## config.mk

```make
export PLATFORM = sky130hd
export DESIGN_NAME = base64_stream_decoder_unit
export DESIGN_NICKNAME = d
export VERILOG_FILES = /design/src/rtl/core/b64d_pkg.sv /design/src/rtl/core/base64_stream_decoder_unit.sv /design/src/rtl/core/b64d_group.sv /design/src/rtl/core/b64d_out.sv
export SDC_FILE = /design/constraint.sdc
export NUM_CORES = 1
export LEC_CHECK = 0
export BUFFER_PORTS_ARGS = -buffer_cell sky130_fd_sc_hd__buf_2
export CORE_ASPECT_RATIO = 1.1
export CORE_UTILIZATION = 30
export CTS_CLUSTER_DIAMETER = 150
export DETAILED_ROUTE_END_ITERATION = 8
export GPL_TIMING_DRIVEN = 1
export HOLD_SLACK_MARGIN = 0.02
export PLACE_DENSITY_LB_ADDON = 0.2
export SYNTH_ARGS = -nofsm -noshare
export SYNTH_HDL_FRONTEND = slang
export SYNTH_SLANG_ARGS = --single-unit
```

## constraint.sdc

```tcl
create_clock -name clk_i -period 5.6 [get_ports clk_i]
set_input_delay 1.12 -clock clk_i [delete_from_list [all_inputs] [get_ports clk_i]]
set_output_delay 1.12 -clock clk_i [all_outputs]
set_load 0.02 [all_outputs]
```

## src/rtl/core/b64d_pkg.sv

```systemverilog
// ----------------------------------------------------------------------------
// b64d_pkg: shared types and helpers for the base64 stream decoder
// Word structs for both channels, the group result struct and the
// character classification function.
// ----------------------------------------------------------------------------
package b64d_pkg;

  // Character class codes: 0..63 are alphabet values
  localparam logic [6:0] PadCode = 7'd64;
  localparam logic [6:0] NoCode  = 7'd65;

  // Group accumulator geometry
  localparam int unsigned AccWidth = 24;
  localparam int unsigned CntWidth = 2;

  // Input word
  typedef struct packed {
    logic [7:0] in_char;
    logic       stream_end;
  } in_word_t;

  // Output word
  typedef struct packed {
    logic [7:0] data_byte;
    logic       run_last;
  } out_word_t;

  // Bytes released by one input word: the first count bytes of bytes,
  // most significant first
  typedef struct packed {
    logic [AccWidth-1:0] bytes;
    logic [CntWidth-1:0] count;
  } grp_res_t;

  // Map a character code to its six-bit value, PadCode or NoCode
  function automatic logic [6:0] char_value(input logic [7:0] c);
    logic [6:0] v;
    v = NoCode;
    if (c >= 8'h41 && c <= 8'h5A) begin
      v = 7'(c - 8'h41);
    end else if (c >= 8'h61 && c <= 8'h7A) begin
      v = 7'(c - 8'h61 + 8'd26);
    end else if (c >= 8'h30 && c <= 8'h39) begin
      v = 7'(c - 8'h30 + 8'd52);
    end else if (c == 8'h2B) begin
      v = 7'd62;
    end else if (c == 8'h2F) begin
      v = 7'd63;
    end else if (c == 8'h3D) begin
      v = PadCode;
    end
    return v;
  endfunction

endpackage

```

## src/rtl/core/base64_stream_decoder_unit.sv

```systemverilog
// ----------------------------------------------------------------------------
// base64_stream_decoder_unit: streaming base64 decoder, one character a word
//
//   channel | direction | word type   | handshake
//   in      | input     | in_word_t   | in_valid_i / in_ready_o
//   out     | output    | out_word_t  | out_valid_o / out_ready_i
//
// One input word is taken per cycle; it is decoded the cycle after it lands in
// the input register and its bytes leave the serializer one per cycle while
// accepted. A word that releases bytes waits in the input register until the
// serializer is empty or hands out its final byte in that cycle; other words
// pass at once. Reset clears the group state, input register and serializer.
// ----------------------------------------------------------------------------
module base64_stream_decoder_unit (
  input  logic                clk_i,
  input  logic                rst_ni,
  input  logic                in_valid_i,
  output logic                in_ready_o,
  input  b64d_pkg::in_word_t  in_data_i,
  output logic                out_valid_o,
  input  logic                out_ready_i,
  output b64d_pkg::out_word_t out_data_o
);

  logic               in_vld_q, in_vld_d;
  b64d_pkg::in_word_t in_q;
  b64d_pkg::grp_res_t res;
  logic               can_load, take, load;

  // Consume the held word when its bytes fit
  assign take       = in_vld_q && ((res.count == '0) || can_load);
  assign load       = take && (res.count != '0);
  assign in_ready_o = !in_vld_q || take;

  // Input register
  always_comb begin
    in_vld_d = in_vld_q;
    if (in_ready_o) begin
      in_vld_d = in_valid_i;
    end
  end

  always_ff @(posedge clk_i or negedge rst_ni) begin
    if (!rst_ni) begin
      in_vld_q <= 1'b0;
    end else begin
      in_vld_q <= in_vld_d;
    end
  end

  always_ff @(posedge clk_i) begin
    if (in_valid_i && in_ready_o) begin
      in_q <= in_data_i;
    end
  end

  b64d_group u_group (
    .clk_i  (clk_i),
    .rst_ni (rst_ni),
    .word_i (in_q),
    .take_i (take),
    .res_o  (res)
  );

  b64d_out u_out (
    .clk_i       (clk_i),
    .rst_ni      (rst_ni),
    .res_i       (res),
    .load_i      (load),
    .can_load_o  (can_load),
    .out_valid_o (out_valid_o),
    .out_ready_i (out_ready_i),
    .out_data_o  (out_data_o)
  );

endmodule

```

## src/rtl/core/b64d_group.sv

```systemverilog
// ----------------------------------------------------------------------------
// b64d_group: group position and byte accumulator
// Classifies one character, works out which bytes it releases and
// updates the group state when the word is consumed.
// ----------------------------------------------------------------------------
module b64d_group (
  input  logic                clk_i,
  input  logic                rst_ni,
  input  b64d_pkg::in_word_t  word_i,
  input  logic                take_i,
  output b64d_pkg::grp_res_t  res_o
);

  logic [1:0]                         pos_q, pos_d;
  logic [b64d_pkg::AccWidth-1:0]      acc_q, acc_d;
  logic [6:0]                         val;
  logic                               is_pad, is_val, restart;
  logic [b64d_pkg::AccWidth-1:0]      acc_upd;
  logic [1:0]                         pos_after;

  // Classify and merge the new value into the accumulator
  always_comb begin
    val     = b64d_pkg::char_value(word_i.in_char);
    is_pad  = (val == b64d_pkg::PadCode);
    is_val  = (val < b64d_pkg::PadCode);
    acc_upd = acc_q;
    if (is_val) begin
      case (pos_q)
        2'd0:    acc_upd = acc_q | {val[5:0], 18'b0};
        2'd1:    acc_upd = acc_q | {6'b0, val[5:0], 12'b0};
        2'd2:    acc_upd = acc_q | {12'b0, val[5:0], 6'b0};
        default: acc_upd = acc_q | {18'b0, val[5:0]};
      endcase
    end
    pos_after = is_val ? pos_q + 2'd1 : pos_q;
  end

  // Byte count released by this word
  always_comb begin
    res_o.bytes = acc_upd;
    res_o.count = 2'd0;
    restart     = 1'b0;
    if (is_pad) begin
      restart = 1'b1;
      case (pos_q)
        2'd1, 2'd2: res_o.count = 2'd1;
        2'd3:       res_o.count = 2'd2;
        default:    res_o.count = 2'd0;
      endcase
    end else if (is_val && pos_q == 2'd3) begin
      restart     = 1'b1;
      res_o.count = 2'd3;
    end else if (word_i.stream_end) begin
      restart = 1'b1;
      if (pos_after != 2'd0) begin
        res_o.count = 2'd3;
      end
    end
  end

  // Next group state
  always_comb begin
    pos_d = pos_q;
    acc_d = acc_q;
    if (take_i) begin
      if (restart) begin
        pos_d = 2'd0;
        acc_d = '0;
      end else begin
        pos_d = pos_after;
        acc_d = acc_upd;
      end
    end
  end

  always_ff @(posedge clk_i or negedge rst_ni) begin
    if (!rst_ni) begin
      pos_q <= 2'd0;
      acc_q <= '0;
    end else begin
      pos_q <= pos_d;
      acc_q <= acc_d;
    end
  end

endmodule

```

## src/rtl/core/b64d_out.sv

```systemverilog
// ----------------------------------------------------------------------------
// b64d_out: output byte serializer
// Holds up to three released bytes and hands them out one word per cycle
// while out_ready_i is high, flagging the last byte of each group.
// ----------------------------------------------------------------------------
module b64d_out (
  input  logic                clk_i,
  input  logic                rst_ni,
  input  b64d_pkg::grp_res_t  res_i,
  input  logic                load_i,
  output logic                can_load_o,
  output logic                out_valid_o,
  input  logic                out_ready_i,
  output b64d_pkg::out_word_t out_data_o
);

  logic [b64d_pkg::AccWidth-1:0] buf_q, buf_d;
  logic [b64d_pkg::CntWidth-1:0] cnt_q, cnt_d;
  logic                          pop;

  assign out_valid_o          = (cnt_q != '0);
  assign out_data_o.data_byte = buf_q[b64d_pkg::AccWidth-1 -: 8];
  assign out_data_o.run_last  = (cnt_q == 2'd1);
  assign pop                  = out_valid_o && out_ready_i;

  // Free now, or freed by the final pop in this cycle
  assign can_load_o = (cnt_q == 2'd0) || (cnt_q == 2'd1 && out_ready_i);

  // Shift out one byte per accepted word, reload on a new group
  always_comb begin
    buf_d = buf_q;
    cnt_d = cnt_q;
    if (pop) begin
      buf_d = {buf_q[b64d_pkg::AccWidth-9:0], 8'b0};
      cnt_d = cnt_q - 2'd1;
    end
    if (load_i) begin
      buf_d = res_i.bytes;
      cnt_d = res_i.count;
    end
  end

  always_ff @(posedge clk_i or negedge rst_ni) begin
    if (!rst_ni) begin
      cnt_q <= '0;
    end else begin
      cnt_q <= cnt_d;
    end
  end

  always_ff @(posedge clk_i) begin
    buf_q <= buf_d;
  end

endmodule
```

### Yosys cells after proc, flatten, opt, wreduce, memory -nomap -nowiden

Index checks and enable logic that the tools add are counted.

* flip-flop bits (word level): 62
* input port bits: 13
* output and inout port bits: 11
* logic and storage cells: 77

* add/subtract/negate cells: 7
* order comparisons: 7
* eq/ne operators: 8
* multiplexer cells: 23
* bitwise gates (word level): 4
* reduce and logical (&&, ||, !) cells: 21

Operators by type and width (number)
* two-way mux 24 bit: 4
* one-hot mux 24 bit (3 select lines): 1
* two-way mux 7 bit: 5
* == test 8 x 6 -> 1 bit (second input constant): 3
* OR 24 x 12 -> 24 bit: 1
* OR 24 x 18 -> 24 bit: 1
* OR 24 bit: 1
* OR 24 x 6 -> 24 bit: 1
* >= comparator 8 x 7 -> 1 bit (second input constant): 2
* <= comparator 8 x 7 -> 1 bit (second input constant): 2
* two-way mux 2 bit: 8
* subtractor 7 bit (second input constant): 2
* logical AND 1 bit: 9
* >= comparator 8 x 6 -> 1 bit (second input constant): 1
* <= comparator 8 x 6 -> 1 bit (second input constant): 1
* nonzero test 2 bit: 4
* adder 7 x 5 -> 7 bit (second input constant): 1
* adder 7 x 6 -> 7 bit (second input constant): 1
* == test 7 bit (second input constant): 1
* < comparator 7 bit (second input constant): 1
* subtractor 7 x 6 -> 7 bit (second input constant): 1
* logical NOT 2 bit: 3
* == test 2 x 1 -> 1 bit (second input constant): 2
* == test 2 bit (second input constant): 2
* other kinds (7): 12

### Logic depth before layout (Yosys ltp)

Gate-level depths: netlist of run 1.

* word-level depth: 19
* gate-level depth with buffers: 12
* gate-level depth less buffers: 9

### Modules after synthesis

From an unflattened synthesis of run 1, not the netlist that was laid out.

* cell total of the unflattened synthesis: 339
* area, all modules: 3623.5 um2

Modules (own cells, without submodules)
* b64d_group: instances 1, cells an instance 246, area each 2095.8 um2
* b64d_out: instances 1, cells an instance 77, area each 1187.4 um2
* base64_stream_decoder_unit: instances 1, cells an instance 16, area each 340.3 um2

### Worst setup path after synthesis of run 1

No wires, ideal clock.

* kind: reg2out
* start: reg in_q[3] (netlist bit)
* end: out in_ready_o
* data arrival time: 2.493 ns
* required time: 4.480 ns
* slack: 1.987 ns
* cell stages (with the launch flop): 11
* buffers on the path: 2
* cell sequence: edfxtp_1 > clkbuf_1 > inv_1 > ha_1 > or4_1 > a31oi_1 > and2_1 > buf_2 > o21ai_0 > nor2_1 > nand2_1

* cells in the longest elaborated chain, start to end: 18
* elaborated cells between the ends (all ways): 36

Ends and longest elaborated chain
* from (decl): RTL line base64_stream_decoder_unit.sv:26 `b64d_pkg::in_word_t in_q;`
* from (signal assigned): RTL line base64_stream_decoder_unit.sv:53 `in_q <= in_data_i;`
* branches (longest 6 deep; another with subtractor 7 x 6 -> 7 bit)
* two-way mux 7 bit *: RTL line b64d_pkg.sv:39 `if (c >= 8'h41 && c <= 8'h5A) begin`
* < comparator 7 bit: RTL line b64d_group.sv:25 `is_val = (val < b64d_pkg::PadCode);`
* two-way mux 2 bit: RTL line b64d_group.sv:35 `pos_after = is_val ? pos_q + 2'd1 : pos_q;`
* nonzero test 2 bit: RTL line b64d_group.sv:55 `if (pos_after != 2'd0) begin`
* two-way mux 2 bit: RTL line b64d_group.sv:55
* two-way mux 2 bit: RTL line b64d_group.sv:53 `end else if (word_i.stream_end) begin`
* two-way mux 2 bit: RTL line b64d_group.sv:50 `end else if (is_val && pos_q == 2'd3) begin`
* two-way mux 2 bit *: RTL line b64d_group.sv:43 `if (is_pad) begin`
* logical NOT 2 bit *: RTL line base64_stream_decoder_unit.sv:31 `assign take = in_vld_q && ((res.count == '0) || can_load);`
* logical OR 1 bit *: RTL line base64_stream_decoder_unit.sv:31
* logical AND 1 bit *: RTL line base64_stream_decoder_unit.sv:31
* logical OR 1 bit *: RTL line base64_stream_decoder_unit.sv:33 `assign in_ready_o = !in_vld_q || take;`
* to (decl): RTL line base64_stream_decoder_unit.sv:18 `output logic in_ready_o,`

Every way passes the cells marked *.

### Final worst setup path of run 1

* start: reg in_q[2] (netlist bit)
* end: out in_ready_o

The elaborated chain is that of the path after synthesis.

==> results.py, run 1 <==
metrics = {
    "grt": {
        "grt_pass1_wl_mm": 12.91,
        "overflow": 0,
        "grt_pass1_vias": 2453,
        "antenna_found_initial": 0,
        "grtUsageTotal": 0.1454,
        "grt_max_degree": 36,
    },
    "setup_path": {
        "required_ps": 4480,
        "cp-end-kind": "output pin",
        "cp_max_fo": 7,
        "rrSetupSlack_ps": 1790,
        "rr_endpoint": "u_out.buf_q[17]$_DFFE_PP_",
        "cp_slowest_cell": "edfxtp_1",
        "crit_chain": "inv_1 -> ha_1 -> nand2_1 -> a211o_1 -> a211oi_4 -> mux2i_1 -> o21ai_0 -> nor2_1 -> nand2_1 -> buf_2",
        "r2r-start": "in_q[2]$_DFFE_PP_",
        "r2r_cells": 9,
        "crit_arrival_ps": 3160,
        "start_kind": "flip-flop",
        "critical_path_class": "reg -> out",
        "max_stage_delay_ps": 490,
        "cpMostUsedCell": "nand2_1",
    },
    "power": {
        "power_density_nw_per_um2": 432.7,
        "ir_drop_mv": 0.1569,
        "p_leak_nw": 1.593,
    },
    "min_path": {
        "holdPathEnd": "u_group.acc_q[3]$_DFFE_PN0P_",
        "hold_depth": 1,
        "hp-start": "u_group.acc_q[3]$_DFFE_PN0P_",
        "hold_path_class": "reg -> reg",
    },
    "route": {
        "vias": 2412,
        "ant_nets": 0,
        "route.detailed.drc": 0,
        "wire_per_inst_um": 16.04,
        "drtIter0Drc": 154,
        "wl_mm": 7.714,
        "viasPerCell": 5.015,
        "drt_pass1_iterations": 4,
    },
    "sta": {
        "finalSetupTns_ps": 0,
        "period_share": 0.7638,
        "setup-violations-final": 0,
        "hold_ws_ps": 482.4,
        "period_needed_ps": 4277,
        "maxSlewViolCount": 0,
        "worst_slack_ps": 1323,
        "rsz0062_at_grt": "no",
        "worst_pin_slew_ps": 1039,
        "finClkSkew_ps": 6.625,
        "relSlewSlack": 0.3051,
        "hold_violations": 0,
        "fmax_mhz": 233.8,
    },
    "cells_and_area": {
        "final_cells": 481,
        "nNetsFinal": 357,
        "layout-drive-gt1-share": 0.1557,
        "num_antenna_cells": 0,
        "utilization": 0.3526,
        "synthToLayoutAreaGrowth_pct": 13.46,
    },
    "logic_synthesis": {
        "ys_top_cells_by_area": "edfxtp_1, dfrtp_1, ha_1",
        "synth_most_common_cell": "edfxtp_1",
        "yosys-top-cells-count": "edfxtp_1, nor2_1, dfrtp_1, o21ai_0, nand2_1",
        "syn_area_um2": 3422,
        "ys_ff_latch": 62,
        "seq_area_frac_synth": 0.5016,
        "synth_fa_ha_area_frac": 0.05484,
        "syn_inst": 312,
        "syn_nets": 340,
        "synth_mux_area_frac": 0.01207,
        "yosysTopAreaCell": "edfxtp_1",
        "netlist.area_leader.share": 0.2896,
        "async_reset_ff_frac": 0.4677,
        "synth_edf_count": 33,
        "synth_top_family_by_area": "compound AO/OA/AOI/OAI gates",
        "yosys_warnings": 0,
        "synth_compound_area_frac": 0.2124,
        "synth-xor-area-share": 0.007678,
        "synthFlopType": "edfxtp_1",
        "synth_cell_types": 57,
        "syn_area_per_cell_um2": 10.97,
        "synthSimpleGateAreaFrac": 0.1583,
    },
    "die": {
        "start_util": 0.3108,
        "boundaryPins": 24,
        "core_um2": 11010,
        "die_x_um": 103.8,
        "dieHeight_um": 114.0,
        "floorplan.rows": 40,
        "die_area_um2": 11840,
    },
    "place": {
        "place_ws_ps": 1674,
        "io_buffers": 23,
        "placed_cells": 465,
        "dp_hpwl_mm": 5.253,
        "place.gp.congestion": 0.8682,
    },
    "clock_network": {
        "cts.repair.resized": 0,
        "cts.sinks": 62,
        "cts_root_buffer": "clkbuf_16",
        "clk_pin_slew_ps": 50,
        "ctsLongestPathBuffers": 2,
        "cts_max_level": 3,
        "clk_latency_ps": 340,
        "ctsHoldBuffers": 0,
        "post-cts-setup-buffer-count": 0,
        "cts_inserted_buffers": 9,
        "cts_tree": "yes",
    },
    "status": {
        "status": "complete, no violations",
    },
    "run": {
        "cap_violations": 0,
    },
}
[routing by layer]
| layer | track usage | wire [um] | part of all wire |
|---|---|---|---|
| met4 | 0.07429 | 158 | 0.020 |
| met1 | 0.1782 | 3449 | 0.45 |
| met2 | 0.2360 | 3878 | 0.50 |
| met5 | 0 | 0 | 0 |
| met3 | 0.03943 | 228 | 0.030 |
[kinds of logic after synthesis]
group,Yosys count
AND/OR/NAND/NOR,102
AO/OA/AOI/OAI,93
flip-flops,62
buffers and inverters,33
adder cells (fa/ha/maj),15
multiplexers,4
XOR/XNOR,3
[how the worst max path moves through the flow]
stage | from | to | slack [ps] | cells past startpoint
after global routing | in_q[1]$_DFFE_PP_ | in_ready_o | 1010 | 10
final | in_q[2]$_DFFE_PP_ | in_ready_o | 1320 | 10
after floorplan | in_q[3]$_DFFE_PP_ | in_ready_o | 1990 | 10
after global placement | in_q[3]$_DFFE_PP_ | in_ready_o | 1730 | 10
after detailed placement | in_q[1]$_DFFE_PP_ | in_ready_o | 1670 | 10
after CTS | in_q[2]$_DFFE_PP_ | in_ready_o | 1280 | 10
[stage by stage]
stage | area (um^2) | power, W
global placement | 3611 | 0.001182
finish | 3882 | 0.001680
global route | 3882 | 0.001789
floorplan | 3422 | 0.001064
CTS | 3882 | 0.001700
detailed placement | 3611 | 0.001181
[area by class of cell]
class	count	area, um^2
repair buffers	26	137.6
multi-input cells	217	1524
clock inverters	4	25.02
fillers	1147	7128
flip-flops and latches	62	1717
inverters	13	48.80
clock buffers	12	246.5
well taps	147	183.9
[cells in the final DEF, fill, tap and decap left out, types with 13 or more instances in the layout]
cell,count
edfxtp_1,33
nor2_1,31
dfrtp_1,29
buf_2,23
o21ai_0,21
nand2_1,20
a22oi_1,16
and2_1,15
ha_1,15
inv_1,13
a22o_1,13
[worst max-delay path: cells and delay by family (launching register included)]
family	cells	cell delay, ps
buffers and inverters	2	350
multiplexers	1	480
AO/OA/AOI/OAI	3	890
flip-flops	1	490
adder cells (fa/ha/maj)	1	260
AND/OR/NAND/NOR	3	340
[where the power goes]
group	switching (W)	leakage (nW)	total, W	internal [W]
registers	0.0000525	0.721	0.000662	0.000610
logic	0.000332	0.744	0.000502	0.000171
clock network	0.000206	0.129	0.000516	0.000310
total	0.000590	1.59	0.00168	0.00109
[registers in the layout, indices dropped and copies added (netlist names)]
| name | cells |
|---|---|
| in_q | 9 |
| in_vld_q | 1 |
| u_group.acc_q | 24 |
| u_group.pos_q | 2 |
| u_out.buf_q | 24 |
| u_out.cnt_q | 2 |
Power figures use the tool's default switching activity.
==> run 2: changes to the inputs <==
==> constraint.sdc (replaced) <==
create_clock -name clk_i -period 3.7 [get_ports clk_i]
set_input_delay 0.74 -clock clk_i [delete_from_list [all_inputs] [get_ports clk_i]]
set_output_delay 0.74 -clock clk_i [all_outputs]
set_load 0.02 [all_outputs]
==> run 2 against run 1 <==
Compared with the run above:
- cell area grew 4.9%
- register-to-register slack lost 1400 ps
- global-route usage fell by 0.24 points
- die area is the same
- largest power group unchanged
- clock-buffer cell count fell by 1
- setup slack worse by 1100 ps
- sequential power rose by 50%
- flip-flop and latch count is the same
- non-clock buffer count grew 14
- sequential share of layout area is 2.1 points lower
- first-iteration DRC count fell by 25%
- core utilization up 1.7 points
==> results.py, run 2 (synthesis gave the netlist of run 1 again) <==
metrics = {
    "status": {
        "status": "complete, no violations",
    },
    "die": {
        "start_util": 0.3108,
        "dieHeight_um": 114.0,
        "core_um2": 11010,
        "die_area_um2": 11840,
        "boundaryPins": 24,
        "die_x_um": 103.8,
        "floorplan.rows": 40,
    },
    "cells_and_area": {
        "fillers": 1112,
        "reg_top3": "u_group.acc_q: 24 flops, u_out.buf_q: 24 flops, in_q: 9 flops",
        "nNetsFinal": 371,
        "layout-drive-gt1-share": 0.1983,
        "synthToLayoutAreaGrowth_pct": 19.05,
        "final_cells": 495,
        "final_common_cell": "edfxtp_1",
        "final_cell_mix": "edfxtp_1, nor2_1, dfrtp_1",
        "num_antenna_cells": 0,
    },
    "route": {
        "ant_nets": 0,
        "vias": 2464,
        "viasPerCell": 4.978,
        "drt_pass1_iterations": 4,
        "wire_per_inst_um": 15.55,
        "wl_mm": 7.698,
        "route.detailed.drc": 0,
        "drtIter0Drc": 115,
    },
    "power": {
        "power_frac_comb": 0.304,
        "ir_drop_mv": 0.2105,
        "clock_power_share": 0.335,
        "seqPwrFrac": 0.361,
        "switchingPower_w": 0.0009041,
        "p_leak_nw": 1.700,
        "netSwitchingFraction": 0.3293,
        "power_density_nw_per_um2": 673.9,
        "p_int_w": 0.001841,
    },
    "clock_network": {
        "clk_pin_slew_ps": 50,
        "cts_tree": "yes",
        "cts.sinks": 62,
        "clk_latency_ps": 330,
        "cts_inserted_buffers": 9,
        "cts_root_buffer": "clkbuf_16",
        "ctsLongestPathBuffers": 2,
        "ctsHoldBuffers": 0,
        "cts_max_level": 3,
    },
    "setup_path": {
        "required_ps": 2960,
        "critical_path_class": "reg -> out",
        "cp_max_fo": 7,
        "start_kind": "flip-flop",
        "cp-end-kind": "output pin",
        "crit_arrival_ps": 2740,
    },
    "sta": {
        "period_needed_ps": 3478,
        "finClkSkew_ps": 2.918,
        "hold_ws_ps": 457.0,
        "fmax_mhz": 287.5,
        "maxSlewViolCount": 0,
        "setup-violations-final": 0,
        "rsz0062_at_grt": "no",
        "hold_violations": 0,
        "worst_slack_ps": 221.6,
        "finalSetupTns_ps": 0,
        "relSlewSlack": 0.5317,
        "worst_pin_slew_ps": 702.4,
        "period_share": 0.9401,
    },
    "place": {
        "place.gp.congestion": 0.8099,
        "io_buffers": 23,
        "dp_hpwl_mm": 5.325,
        "place_ws_ps": 421.7,
        "placed_cells": 474,
    },
    "grt": {
        "overflow": 0,
        "grt_pass1_vias": 2559,
        "grtUsageTotal": 0.1430,
        "grt_max_degree": 36,
        "grt_pass1_wl_mm": 12.97,
        "antenna_found_initial": 0,
    },
    "min_path": {
        "hold_path_class": "in -> async",
    },
    "run": {
        "cap_violations": 0,
    },
}
run 2: changes by cell type in the layout (fill, tap and decap cells not counted):
cell and delta:
buf_12 +2, nor2b_2 +1, o21ai_0 -1, inv_6 +1, clkinv_2 -1, clkinvlp_4 -1
nor2b_1 -1, bufinv_16 +2, buf_4 +12, a31oi_1 -1, clkbuf_1 -1, o21ai_1 +1
a31oi_2 +1
run 2: what timing repair did:
action,CTS,global route
resized for setup,0,3
setup buffers,0,5
endpoints found under the setup margin,0,1
run 2: final timing paths:
path	start	endpoint	slack, ps	cells after the start
setup / recovery	in_q[2]$_DFFE_PP_	in_ready_o	220	10
min in group clk_i	u_group.acc_q[12]$_DFFE_PN0P_	u_group.acc_q[12]$_DFFE_PN0P_	490	1
hold reg to reg	u_group.acc_q[12]$_DFFE_PN0P_	u_group.acc_q[12]$_DFFE_PN0P_	490	1
max in group asynchronous	rst_ni	u_group.acc_q[3]$_DFFE_PN0P_	2790	1
setup reg to reg	in_q[2]$_DFFE_PP_	u_out.buf_q[10]$_DFFE_PP_	360	10
hold / removal	rst_ni	u_out.cnt_q[1]$_DFFE_PN0P_	460	1
run 2: routing by layer:
layer	vias up	GRT usage	part of all wire
met3	12	0.04286	0.036
met5	-	0	0
met2	35	0.2427	0.49
met4	0	0.06286	0.027
li1	1224	-	-
met1	1193	0.1680	0.44
run 2: critical path, stage by stage, from the launching register on:
cell and delay (ps):
edfxtp_1 500, inv_1 190, ha_1 280, nand2_1 100, a211o_1 320, a211oi_4 240
mux2i_1 240, o21ai_0 130, nor2_1 180, nand2_1 70, buf_2 170
run 2: cell type report:
type | instances | area, um^2 | area share
clock buffer | 11 | 242.7 | 0.05958
multi-input combinational | 217 | 1533 | 0.3762
clock inverter | 5 | 81.33 | 0.01996
tap | 147 | 183.9 | 0.04515
inverter | 13 | 48.80 | 0.01198
timing repair buffer | 40 | 267.8 | 0.06572
sequential | 62 | 1717 | 0.4214
run 2: per-stage QoR:
stage	power, W	area (um^2)	util
after global placement	0.001829	3704	0.3364
final	0.002745	4074	0.3700
after global routing	0.002913	4074	0.3700
after floorplan	0.001611	3422	-
after detailed placement	0.001835	3704	0.3364
after CTS	0.002759	4028	0.3658
run 2: power by group through the flow:
stage / combinational, W / sequential, W / clock [W]
finish: 0.000835 / 0.000990 / 0.000921
global route: 0.000930 / 0.00101 / 0.000973
CTS: 0.000831 / 0.000993 / 0.000935
detailed placement: 0.000830 / 0.00101 / 0
global placement: 0.000828 / 0.00100 / 0
floorplan: 0.000628 / 0.000982 / 0
